==> src/rtl/lcas_pkg.sv <==
package lcas_pkg;

  localparam int MaxWidth  = 1024;
  localparam int MaxHeight = 1024;

  localparam int SizeW   = 11;
  localparam int ColW    = $clog2(MaxWidth);
  localparam int RowW    = $clog2(MaxHeight);
  localparam int CfgIdxW = 2;

  localparam logic [SizeW-1:0] MinSize     = SizeW'(3);
  localparam logic [SizeW-1:0] MaxWidthV   = SizeW'(MaxWidth);
  localparam logic [SizeW-1:0] MaxHeightV  = SizeW'(MaxHeight);
  localparam logic [SizeW-1:0] ResetWidth  = SizeW'(640);
  localparam logic [SizeW-1:0] ResetHeight = SizeW'(480);

  typedef enum logic [CfgIdxW-1:0] {
    IDX_GRID_WIDTH  = 2'd0,
    IDX_GRID_HEIGHT = 2'd1
  } cfg_idx_e;

  // One column of the neighborhood: bit 0 row above, bit 1 own row, bit 2 row below.
  typedef logic [2:0] col_t;

  typedef struct packed {
    logic            v;
    logic [ColW-1:0] ix;
    logic            emit;
    logic            ix0;
    logic            lmask;
    col_t            rowmask;
    logic [ColW-1:0] ox;
    logic [RowW-1:0] oy;
    logic            last;
  } stage_t;

  typedef struct packed {
    logic            new_alive;
    logic [ColW-1:0] cell_x;
    logic [RowW-1:0] cell_y;
    logic            last_cell;
  } res_t;

  function automatic logic [SizeW-1:0] clamp_size(logic [SizeW-1:0] v,
                                                  logic [SizeW-1:0] hi);
    logic [SizeW-1:0] r;
    if (v < MinSize) begin
      r = MinSize;
    end else if (v > hi) begin
      r = hi;
    end else begin
      r = v;
    end
    return r;
  endfunction

  function automatic logic [1:0] bits3(col_t c);
    return {1'b0, c[0]} + {1'b0, c[1]} + {1'b0, c[2]};
  endfunction

  function automatic logic life_next(col_t l, col_t m, col_t r, col_t rowmask);
    logic [3:0] n;
    logic       res;
    n = {2'b00, bits3(l & rowmask)} + {2'b00, bits3(r & rowmask)}
      + {2'b00, bits3(m & rowmask & 3'b101)};
    if (n == 4'd3) begin
      res = 1'b1;
    end else if (n == 4'd2) begin
      res = m[1];
    end else begin
      res = 1'b0;
    end
    return res;
  endfunction

endpackage

==> src/rtl/lcas_if.sv <==
interface lcas_in_if;
  logic valid;
  logic ready;
  logic req_type;
  logic cell_alive;

  modport source (output valid, output req_type, output cell_alive, input ready);
  modport sink   (input valid, input req_type, input cell_alive, output ready);
endinterface

interface lcas_out_if;
  logic                     valid;
  logic                     ready;
  logic                     new_alive;
  logic [lcas_pkg::ColW-1:0] cell_x;
  logic [lcas_pkg::RowW-1:0] cell_y;
  logic                     last_cell;

  modport source (output valid, output new_alive, output cell_x, output cell_y,
                  output last_cell, input ready);
  modport sink   (input valid, input new_alive, input cell_x, input cell_y,
                  input last_cell, output ready);
endinterface

==> src/rtl/lcas_ram.sv <==
module lcas_ram #(
  parameter int Width = 2,
  parameter int Depth = 1024
) (
  input  logic                     clk_i,
  input  logic                     we_i,
  input  logic [$clog2(Depth)-1:0] waddr_i,
  input  logic [Width-1:0]         wdata_i,
  input  logic                     re_i,
  input  logic [$clog2(Depth)-1:0] raddr_i,
  output logic [Width-1:0]         rdata_o
);

  logic [Width-1:0] mem_q [Depth];
  logic [Width-1:0] rdata_q;

  always_ff @(posedge clk_i) begin
    if (we_i) begin
      mem_q[waddr_i] <= wdata_i;
    end
    if (re_i) begin
      rdata_q <= mem_q[raddr_i];
    end
  end

  assign rdata_o = rdata_q;

endmodule

==> src/rtl/lcas_col_cell.sv <==
module lcas_col_cell (
  input  logic           clk_i,
  input  logic           rst_ni,
  input  logic           shift_i,
  input  logic           clear_i,
  input  lcas_pkg::col_t col_i,
  output lcas_pkg::col_t col_o
);
  import lcas_pkg::*;

  col_t col_q, col_d;

  always_comb begin
    col_d = col_q;
    if (clear_i) begin
      col_d = '0;
    end else if (shift_i) begin
      col_d = col_i;
    end
  end

  always_ff @(posedge clk_i or negedge rst_ni) begin
    if (!rst_ni) begin
      col_q <= '0;
    end else begin
      col_q <= col_d;
    end
  end

  assign col_o = col_q;

endmodule

==> src/rtl/life_cellular_automaton_step_top.sv <==
// One generation of the B3/S23 life rule over a raster stream of cell bits.
// The input channel carries one word per cell, row by row and left to right;
// a word with req_type set is a flush tick. Flush ticks before the last cell
// are dropped, and after the last cell W+1 words (flush or cell) drain the
// remaining results. The output channel carries the new state of each cell
// with its column, row and a flag on the final cell of the grid.
// A result belongs to the cell W+1 input words back and passes the window stage
// and output registers. One word is accepted every cycle unless the output
// stalls; the line store is a single 1024 x 2 RAM with one read and one write
// port, and two column cells hold the 3x3 window. The sizes are to be written
// through the configuration port while the block is idle, which the block does
// not enforce; each write clamps the value to 3..1024 and restarts the generation.
// Reset sets the grid to 640 x 480 and clears counters and window; the line
// store is not cleared, since no result depends on an unwritten entry. When the
// receiver stalls, the output register holds its word; a window-stage word that
// yields a result then holds too and input ready drops until the output is taken.
module life_cellular_automaton_step_top (
  input  logic                         clk_i,
  input  logic                         rst_ni,
  lcas_in_if.sink                      in_i,
  lcas_out_if.source                   out_o,
  input  logic                         cfg_we_i,
  input  logic [lcas_pkg::CfgIdxW-1:0] cfg_idx_i,
  input  logic [lcas_pkg::SizeW-1:0]   cfg_data_i
);
  import lcas_pkg::*;

  logic [SizeW-1:0] width_q, width_d, height_q, height_d;
  logic [ColW-1:0]  in_col_q, in_col_d;
  logic [SizeW-1:0] in_row_q, in_row_d;
  logic [ColW-1:0]  out_col_q, out_col_d;
  logic [RowW-1:0]  out_row_q, out_row_d;

  logic             cfg_hit;
  logic             draining, take, accept;
  logic [ColW-1:0]  ix;
  logic             emit, last;
  logic [SizeW-1:0] col_inc, ocol_inc;
  logic             col_wrap, ocol_wrap;
  col_t             rowmask;

  logic             s1_valid_q, s1_valid_d, s1_go, out_free;
  stage_t           s1_q;
  logic [1:0]       rd;
  col_t             col, cell_a, cell_b, l_col, r_col;
  logic             win_clear;

  logic             out_valid_q, out_valid_d;
  res_t             out_q;

  // Configuration.
  always_comb begin
    width_d  = width_q;
    height_d = height_q;
    cfg_hit  = 1'b0;
    if (cfg_we_i) begin
      case (cfg_idx_e'(cfg_idx_i))
        IDX_GRID_WIDTH: begin
          width_d = clamp_size(cfg_data_i, MaxWidthV);
          cfg_hit = 1'b1;
        end
        IDX_GRID_HEIGHT: begin
          height_d = clamp_size(cfg_data_i, MaxHeightV);
          cfg_hit  = 1'b1;
        end
        default: begin
          cfg_hit = 1'b0;
        end
      endcase
    end
  end

  // Position tracking at the input and output.
  assign draining = in_row_q >= height_q;
  assign accept   = in_i.valid & in_i.ready;
  assign take     = accept & ~(in_i.req_type & ~draining);

  assign ix        = ({1'b0, in_col_q} >= width_q) ? '0 : in_col_q;
  assign emit      = (in_row_q >= SizeW'(2)) || ((in_row_q == SizeW'(1)) && (ix != '0));
  assign last      = ({1'b0, out_col_q} == width_q - SizeW'(1))
                  && ({1'b0, out_row_q} == height_q - SizeW'(1));
  assign col_inc   = {1'b0, ix} + SizeW'(1);
  assign col_wrap  = col_inc >= width_q;
  assign ocol_inc  = {1'b0, out_col_q} + SizeW'(1);
  assign ocol_wrap = ocol_inc >= width_q;
  assign rowmask   = {(({1'b0, out_row_q} + SizeW'(1)) < height_q), 1'b1, (out_row_q != '0)};

  always_comb begin
    in_col_d  = in_col_q;
    in_row_d  = in_row_q;
    out_col_d = out_col_q;
    out_row_d = out_row_q;
    if (cfg_hit || (take && emit && last)) begin
      in_col_d  = '0;
      in_row_d  = '0;
      out_col_d = '0;
      out_row_d = '0;
    end else if (take) begin
      if (emit) begin
        out_col_d = ocol_wrap ? '0 : ocol_inc[ColW-1:0];
        if (ocol_wrap) begin
          out_row_d = out_row_q + RowW'(1);
        end
      end
      in_col_d = col_wrap ? '0 : col_inc[ColW-1:0];
      if (col_wrap) begin
        in_row_d = in_row_q + SizeW'(1);
      end
    end
  end

  always_ff @(posedge clk_i or negedge rst_ni) begin
    if (!rst_ni) begin
      width_q   <= ResetWidth;
      height_q  <= ResetHeight;
      in_col_q  <= '0;
      in_row_q  <= '0;
      out_col_q <= '0;
      out_row_q <= '0;
    end else begin
      width_q   <= width_d;
      height_q  <= height_d;
      in_col_q  <= in_col_d;
      in_row_q  <= in_row_d;
      out_col_q <= out_col_d;
      out_row_q <= out_row_d;
    end
  end

  // Window stage.
  assign out_free   = ~out_valid_q | out_o.ready;
  assign s1_go      = s1_valid_q & (~s1_q.emit | out_free);
  assign in_i.ready = ~s1_valid_q | s1_go;

  always_comb begin
    s1_valid_d = s1_valid_q;
    if (take) begin
      s1_valid_d = 1'b1;
    end else if (s1_go) begin
      s1_valid_d = 1'b0;
    end
  end

  always_ff @(posedge clk_i or negedge rst_ni) begin
    if (!rst_ni) begin
      s1_valid_q <= 1'b0;
    end else begin
      s1_valid_q <= s1_valid_d;
    end
  end

  always_ff @(posedge clk_i) begin
    if (take) begin
      s1_q.v       <= draining ? 1'b0 : in_i.cell_alive;
      s1_q.ix      <= ix;
      s1_q.emit    <= emit;
      s1_q.ix0     <= (ix == '0);
      s1_q.lmask   <= (out_col_q != '0);
      s1_q.rowmask <= rowmask;
      s1_q.ox      <= out_col_q;
      s1_q.oy      <= out_row_q;
      s1_q.last    <= last;
    end
  end

  // Bit 0 holds the row above, bit 1 the current row.
  lcas_ram #(
    .Width (2),
    .Depth (MaxWidth)
  ) u_line_ram (
    .clk_i   (clk_i),
    .we_i    (s1_go),
    .waddr_i (s1_q.ix),
    .wdata_i ({s1_q.v, rd[1]}),
    .re_i    (take),
    .raddr_i (ix),
    .rdata_o (rd)
  );

  assign col       = {s1_q.v, rd[1], rd[0]};
  assign win_clear = cfg_hit | (s1_go & s1_q.last);

  lcas_col_cell u_cell_a (
    .clk_i   (clk_i),
    .rst_ni  (rst_ni),
    .shift_i (s1_go),
    .clear_i (win_clear),
    .col_i   (col),
    .col_o   (cell_a)
  );

  lcas_col_cell u_cell_b (
    .clk_i   (clk_i),
    .rst_ni  (rst_ni),
    .shift_i (s1_go),
    .clear_i (win_clear),
    .col_i   (cell_a),
    .col_o   (cell_b)
  );

  assign l_col = s1_q.lmask ? cell_b : '0;
  assign r_col = s1_q.ix0 ? '0 : col;

  // Output register.
  always_comb begin
    out_valid_d = out_valid_q;
    if (s1_go && s1_q.emit) begin
      out_valid_d = 1'b1;
    end else if (out_o.ready) begin
      out_valid_d = 1'b0;
    end
  end

  always_ff @(posedge clk_i or negedge rst_ni) begin
    if (!rst_ni) begin
      out_valid_q <= 1'b0;
    end else begin
      out_valid_q <= out_valid_d;
    end
  end

  always_ff @(posedge clk_i) begin
    if (s1_go && s1_q.emit) begin
      out_q.new_alive <= life_next(l_col, cell_a, r_col, s1_q.rowmask);
      out_q.cell_x    <= s1_q.ox;
      out_q.cell_y    <= s1_q.oy;
      out_q.last_cell <= s1_q.last;
    end
  end

  assign out_o.valid     = out_valid_q;
  assign out_o.new_alive = out_q.new_alive;
  assign out_o.cell_x    = out_q.cell_x;
  assign out_o.cell_y    = out_q.cell_y;
  assign out_o.last_cell = out_q.last_cell;

endmodule

==> src/flat_wrapper.sv <==
// flat-port wrapper written by rule: the top's interface ports become plain ports
module life_cellular_automaton_step_top_flat import lcas_pkg::*;
  (clk_i, rst_ni, cfg_we_i, cfg_idx_i, cfg_data_i, in_i_valid, in_i_req_type, in_i_cell_alive, in_i_ready, out_o_valid, out_o_new_alive, out_o_cell_x, out_o_cell_y, out_o_last_cell, out_o_ready);
  lcas_in_if in_i_i ();
  lcas_out_if out_o_i ();
  input  logic clk_i;
  input  logic rst_ni;
  input  logic cfg_we_i;
  input  logic [lcas_pkg::CfgIdxW-1:0] cfg_idx_i;
  input  logic [lcas_pkg::SizeW-1:0] cfg_data_i;
  input wire logic [$bits(in_i_i.valid)-1:0] in_i_valid;
  input wire logic [$bits(in_i_i.req_type)-1:0] in_i_req_type;
  input wire logic [$bits(in_i_i.cell_alive)-1:0] in_i_cell_alive;
  output wire logic [$bits(in_i_i.ready)-1:0] in_i_ready;
  output wire logic [$bits(out_o_i.valid)-1:0] out_o_valid;
  output wire logic [$bits(out_o_i.new_alive)-1:0] out_o_new_alive;
  output wire logic [$bits(out_o_i.cell_x)-1:0] out_o_cell_x;
  output wire logic [$bits(out_o_i.cell_y)-1:0] out_o_cell_y;
  output wire logic [$bits(out_o_i.last_cell)-1:0] out_o_last_cell;
  input wire logic [$bits(out_o_i.ready)-1:0] out_o_ready;
  assign in_i_i.valid = in_i_valid;
  assign in_i_i.req_type = in_i_req_type;
  assign in_i_i.cell_alive = in_i_cell_alive;
  assign in_i_ready = in_i_i.ready;
  assign out_o_valid = out_o_i.valid;
  assign out_o_new_alive = out_o_i.new_alive;
  assign out_o_cell_x = out_o_i.cell_x;
  assign out_o_cell_y = out_o_i.cell_y;
  assign out_o_last_cell = out_o_i.last_cell;
  assign out_o_i.ready = out_o_ready;
  life_cellular_automaton_step_top u_core (.clk_i(clk_i), .rst_ni(rst_ni), .in_i(in_i_i), .out_o(out_o_i), .cfg_we_i(cfg_we_i), .cfg_idx_i(cfg_idx_i), .cfg_data_i(cfg_data_i));
endmodule
==> config.mk <==
export PLATFORM = sky130hd
export DESIGN_NAME = life_cellular_automaton_step_top_flat
export DESIGN_NICKNAME = d
export VERILOG_FILES = /design/src/rtl/lcas_pkg.sv /design/src/rtl/lcas_if.sv /design/src/rtl/lcas_ram.sv /design/src/rtl/lcas_col_cell.sv /design/src/rtl/life_cellular_automaton_step_top.sv /design/src/flat_wrapper.sv
export SDC_FILE = /design/constraint.sdc
export NUM_CORES = 2
export LEC_CHECK = 0
export BUFFER_PORTS_ARGS = -buffer_cell sky130_fd_sc_hd__buf_2
export CORE_MARGIN = 4
export CORE_UTILIZATION = 40
export DETAILED_ROUTE_END_ITERATION = 8
export SYNTH_ARGS = -nofsm -noshare
export SYNTH_HDL_FRONTEND = slang
export SYNTH_SLANG_ARGS = --single-unit
==> constraint.sdc <==
create_clock -name clk_i -period 18.5 [get_ports clk_i]
set_input_delay 1.85 -clock clk_i [delete_from_list [all_inputs] [get_ports clk_i]]
set_output_delay 1.85 -clock clk_i [all_outputs]
set_load 0.01 [all_outputs]
==> results.toml <==
[global_route]
grt_pass1_vias = 59050
grt.total_usage_pct = 25.60
grt_start_max_net_pins = 248
antenna_found_initial = 17
grt.overflow.total = 0
grt_pass1_wl_um = 438100

[setup_path]
r2r_start = "u_core.in_col_q[0]"
worst-r2r-setup-slack_ns = 10.76
cp.required_ns = 19.08
arrival_ns = 8.32
path_common_cell = "buf_4"
critical_path.max_fanout = 46
critPathTopFamily = "compound AO/OA/AOI/OAI gates"
crit_path_start_kind = "flip-flop"
slowest_stage = "a311oi_1"
critPathLaunch = "u_core.in_col_q[0]"
path_buf_inv = 5
cp_cell_sequence = "inv_2, ha_1, nand3b_1, a21oi_1, o21ai_4, buf_4, buf_4, nand3_4, buf_4, buf_4, a21oi_1, or3_1, a21oi_1, o221ai_1, a311oi_1, o32ai_1"
crit_type = "flip-flop to flip-flop"
slowest_delay_ns = 1.00
cp-end-kind = "flip-flop"

[power_and_ir_drop]
vdd_ir_drop_max_mv = 0.1133
power_density_mw_per_mm2 = 136.7
power.total_mw = 14.05
leakage_nw = 32.57

[die]
die-width_um = 488.9
ios = 44
initial_core_util_pct = 40.19
die_area_sq_mm = 0.2390
die_h_um = 488.9
rows = 176
core_area_sq_mm = 0.2301

[clocking]
clkSinkCount = 2180
clockRootBuffer = "clkbuf_16"
cts_tree = "yes"
clock_latency_ns = 0.89
cts_buffers = 218
postCtsSetupBuffers = 0
cts_max_level = 4
clkTransAtPathRegs_ns = 0.06
cts_resized = 0
clk_path_buf_depth = 3
cts_hold_buf = 0

[route]
drc = 0
ant_nets = 0
wl_per_cell_um = 31.70
viasPerCell = 6.174
num_vias = 60870
routed_wl_um = 312500
drtIter0Drc = 9628
drt-pass1-iter-count = 6

[synthesis]
ys_ff_latch = 2180
netlist_instances = 6711
synth-edff-count = 2109
netlist_area_sq_mm = 0.09249
ys_seq_area_share_pct = 70.40
synthFlopType = "edfxtp_1"
ys_types = 102
syn_avg_cell_area_sq_um = 13.78
async_flop_share_pct = 3.257
synth_fp_nets = 6802
yosysWarnings = 0

[layout]
final_common_cell = "edfxtp_1"
drive_above_1_share_pct = 12.28
final_cell_mix = "edfxtp_1, nor2_1, nand2_1"
fin_nets = 6738
syn2layout_area_growth_pct = 11.14

[timing]
relSlewSlack_pct = 0.8026
slew_viol_final = 0
hold_viol_final = 0
fmax_mhz = 129.2
rsz0062_at_grt = "no"
period_minus_slack_ns = 7.741
period_share_pct = 41.84
skew_ns = 0.04933
finalSetupViolations = 0
setup-tns-final_ns = 0
max_slew.worst_pin.slew_ns = 1.450

[hold_path]
hold_path_class = "flip-flop to flip-flop"
min_from = "u_core.s1_q[8]"

[outcome]
status = "finished with violations"
violations = "capacitance limit"

[placed_design]
io_buffers = 43
gp_congestion = 0.9120
hpwl_um = 181800

[job]
drv_cap = 1
worst paths after layout:
check | depth (start not counted) | to
setup / recovery | 16 | u_core.u_line_ram.rdata_o[1]
hold / removal | 0 | u_core.out_o.cell_y[7]
setup reg to reg | 16 | u_core.u_line_ram.rdata_o[1]
hold reg to reg | 0 | u_core.out_o.cell_y[7]
max in group asynchronous | 2 | u_core.in_col_q[2]
min in group asynchronous | 1 | u_core.out_row_q[4]
routing by layer:
layer  track usage, %  wire length, um
met5           0.3019              189
met3            5.542            34320
met2            39.72           141900
met4            13.45            18500
met1            33.84           117600
synth_stat cells (all sizes together), types with 13 or more instances:
master,instances,area (sq um)
a221o,17,170.2
nor2,1252,4730
nand3,92,470.5
nand4,26,162.7
xnor2,34,297.8
buf,222,1235
xor2,14,122.6
a31oi,29,181.4
a2111oi,13,145.1
a211oi,77,588.1
o22ai,121,757.0
nor3,80,473.0
o21ai,200,1008
ha,67,838.3
nand2b,36,240.2
nand2,475,1788
clkbuf,298,1119
nor4,32,206.5
o311ai,18,157.7
or4,13,97.59
mux2,100,1126
mux4,84,1892
o211ai,57,432.9
a21oi,284,1421
o31ai,17,127.6
nor2b,18,112.6
o21a,25,188.9
inv,65,246.5
edfxtp,2109,63330
or3,20,130.1
and3,30,192.7
o32ai,17,148.9
o221ai,94,829.5
mux2i,366,3664
a22oi,29,217.7
a311oi,18,157.7
a211o,16,140.1
a221oi,39,354.1
dfrtp,65,1627
registers in the layout, indices dropped and copies added, names as in the netlist:
| signal | count |
|---|---|
| u_core.height_q | 11 |
| u_core.u_cell_a.col_o | 3 |
| u_core.in_col_q | 10 |
| u_core.out_o.valid | 1 |
| u_core.out_o.cell_y | 10 |
| u_core.out_o.new_alive | 1 |
| u_core.col | 1 |
| u_core.u_line_ram.mem_q | 2048 |
| u_core.width_q | 11 |
| u_core.in_row_q | 11 |
| u_core.u_cell_b.col_o | 3 |
| u_core.s1_valid_q | 1 |
| u_core.out_col_q | 10 |
| u_core.out_o.cell_x | 10 |
| u_core.s1_q | 36 |
| u_core.out_o.last_cell | 1 |
| u_core.u_line_ram.rdata_o | 2 |
| u_core.out_row_q | 10 |
kinds of logic (layout without fill, tap and decap cells):
family,count (synthesis),count (layout),synth area share [%]
XOR/XNOR,48,48,0.4546
other,0,8,0
adder cells (fa/ha/maj),71,71,0.9930
AO/OA/AOI/OAI,1154,1154,8.405
flip-flops,2180,2180,70.40
multiplexers,550,550,7.224
AND/OR/NAND/NOR,2120,2120,9.696
buffers and inverters,588,702,2.823
worst register-to-register path, stage by stage, from the launching register on:
cell      delay (ns)
dfrtp_4         0.92
inv_2           0.52
ha_1            0.37
nand3b_1        0.15
a21oi_1         0.32
o21ai_4         0.10
buf_4           0.26
buf_4           0.43
nand3_4         0.41
buf_4           0.71
buf_4           0.67
a21oi_1         0.08
or3_1           0.48
a21oi_1         0.45
o221ai_1        0.38
a311oi_1        1.00
o32ai_1         0.19
power by group:
| part | internal (mW) | switching [mW] |
|---|---|---|
| registers | 5.73 | 0.0913 |
| logic | 1.07 | 2.84 |
| clock network | 2.40 | 1.92 |
through the flow:
stage | instances | setup slack (ns) | util [%] | hold WS (ns) | area [sq um]
after floorplan | 6711 | 2.848 | - | 0.4003 | 92490
after global placement | 9453 | 11.23 | 41.69 | 0.4008 | 95940
after detailed placement | 9453 | 11.17 | 41.69 | 0.4045 | 95940
after CTS | 9851 | 11.15 | 44.66 | 0.4173 | 102800
after global routing | 9852 | 10.97 | 44.66 | 0.4242 | 102800
final | 9859 | 10.76 | 44.67 | 0.4137 | 102800
final cells by class:
cell class              instances  area, sq um
clock inverters               130         1134
inverters                      68        271.5
well taps                    3026         3786
fillers                     20470       127300
repair buffers                236         1717
multi-input cells            3943        25030
clock buffers                 268         5705
diodes                          8        20.02
flip-flops and latches       2180        65130
Power figures use the tool's default switching activity.
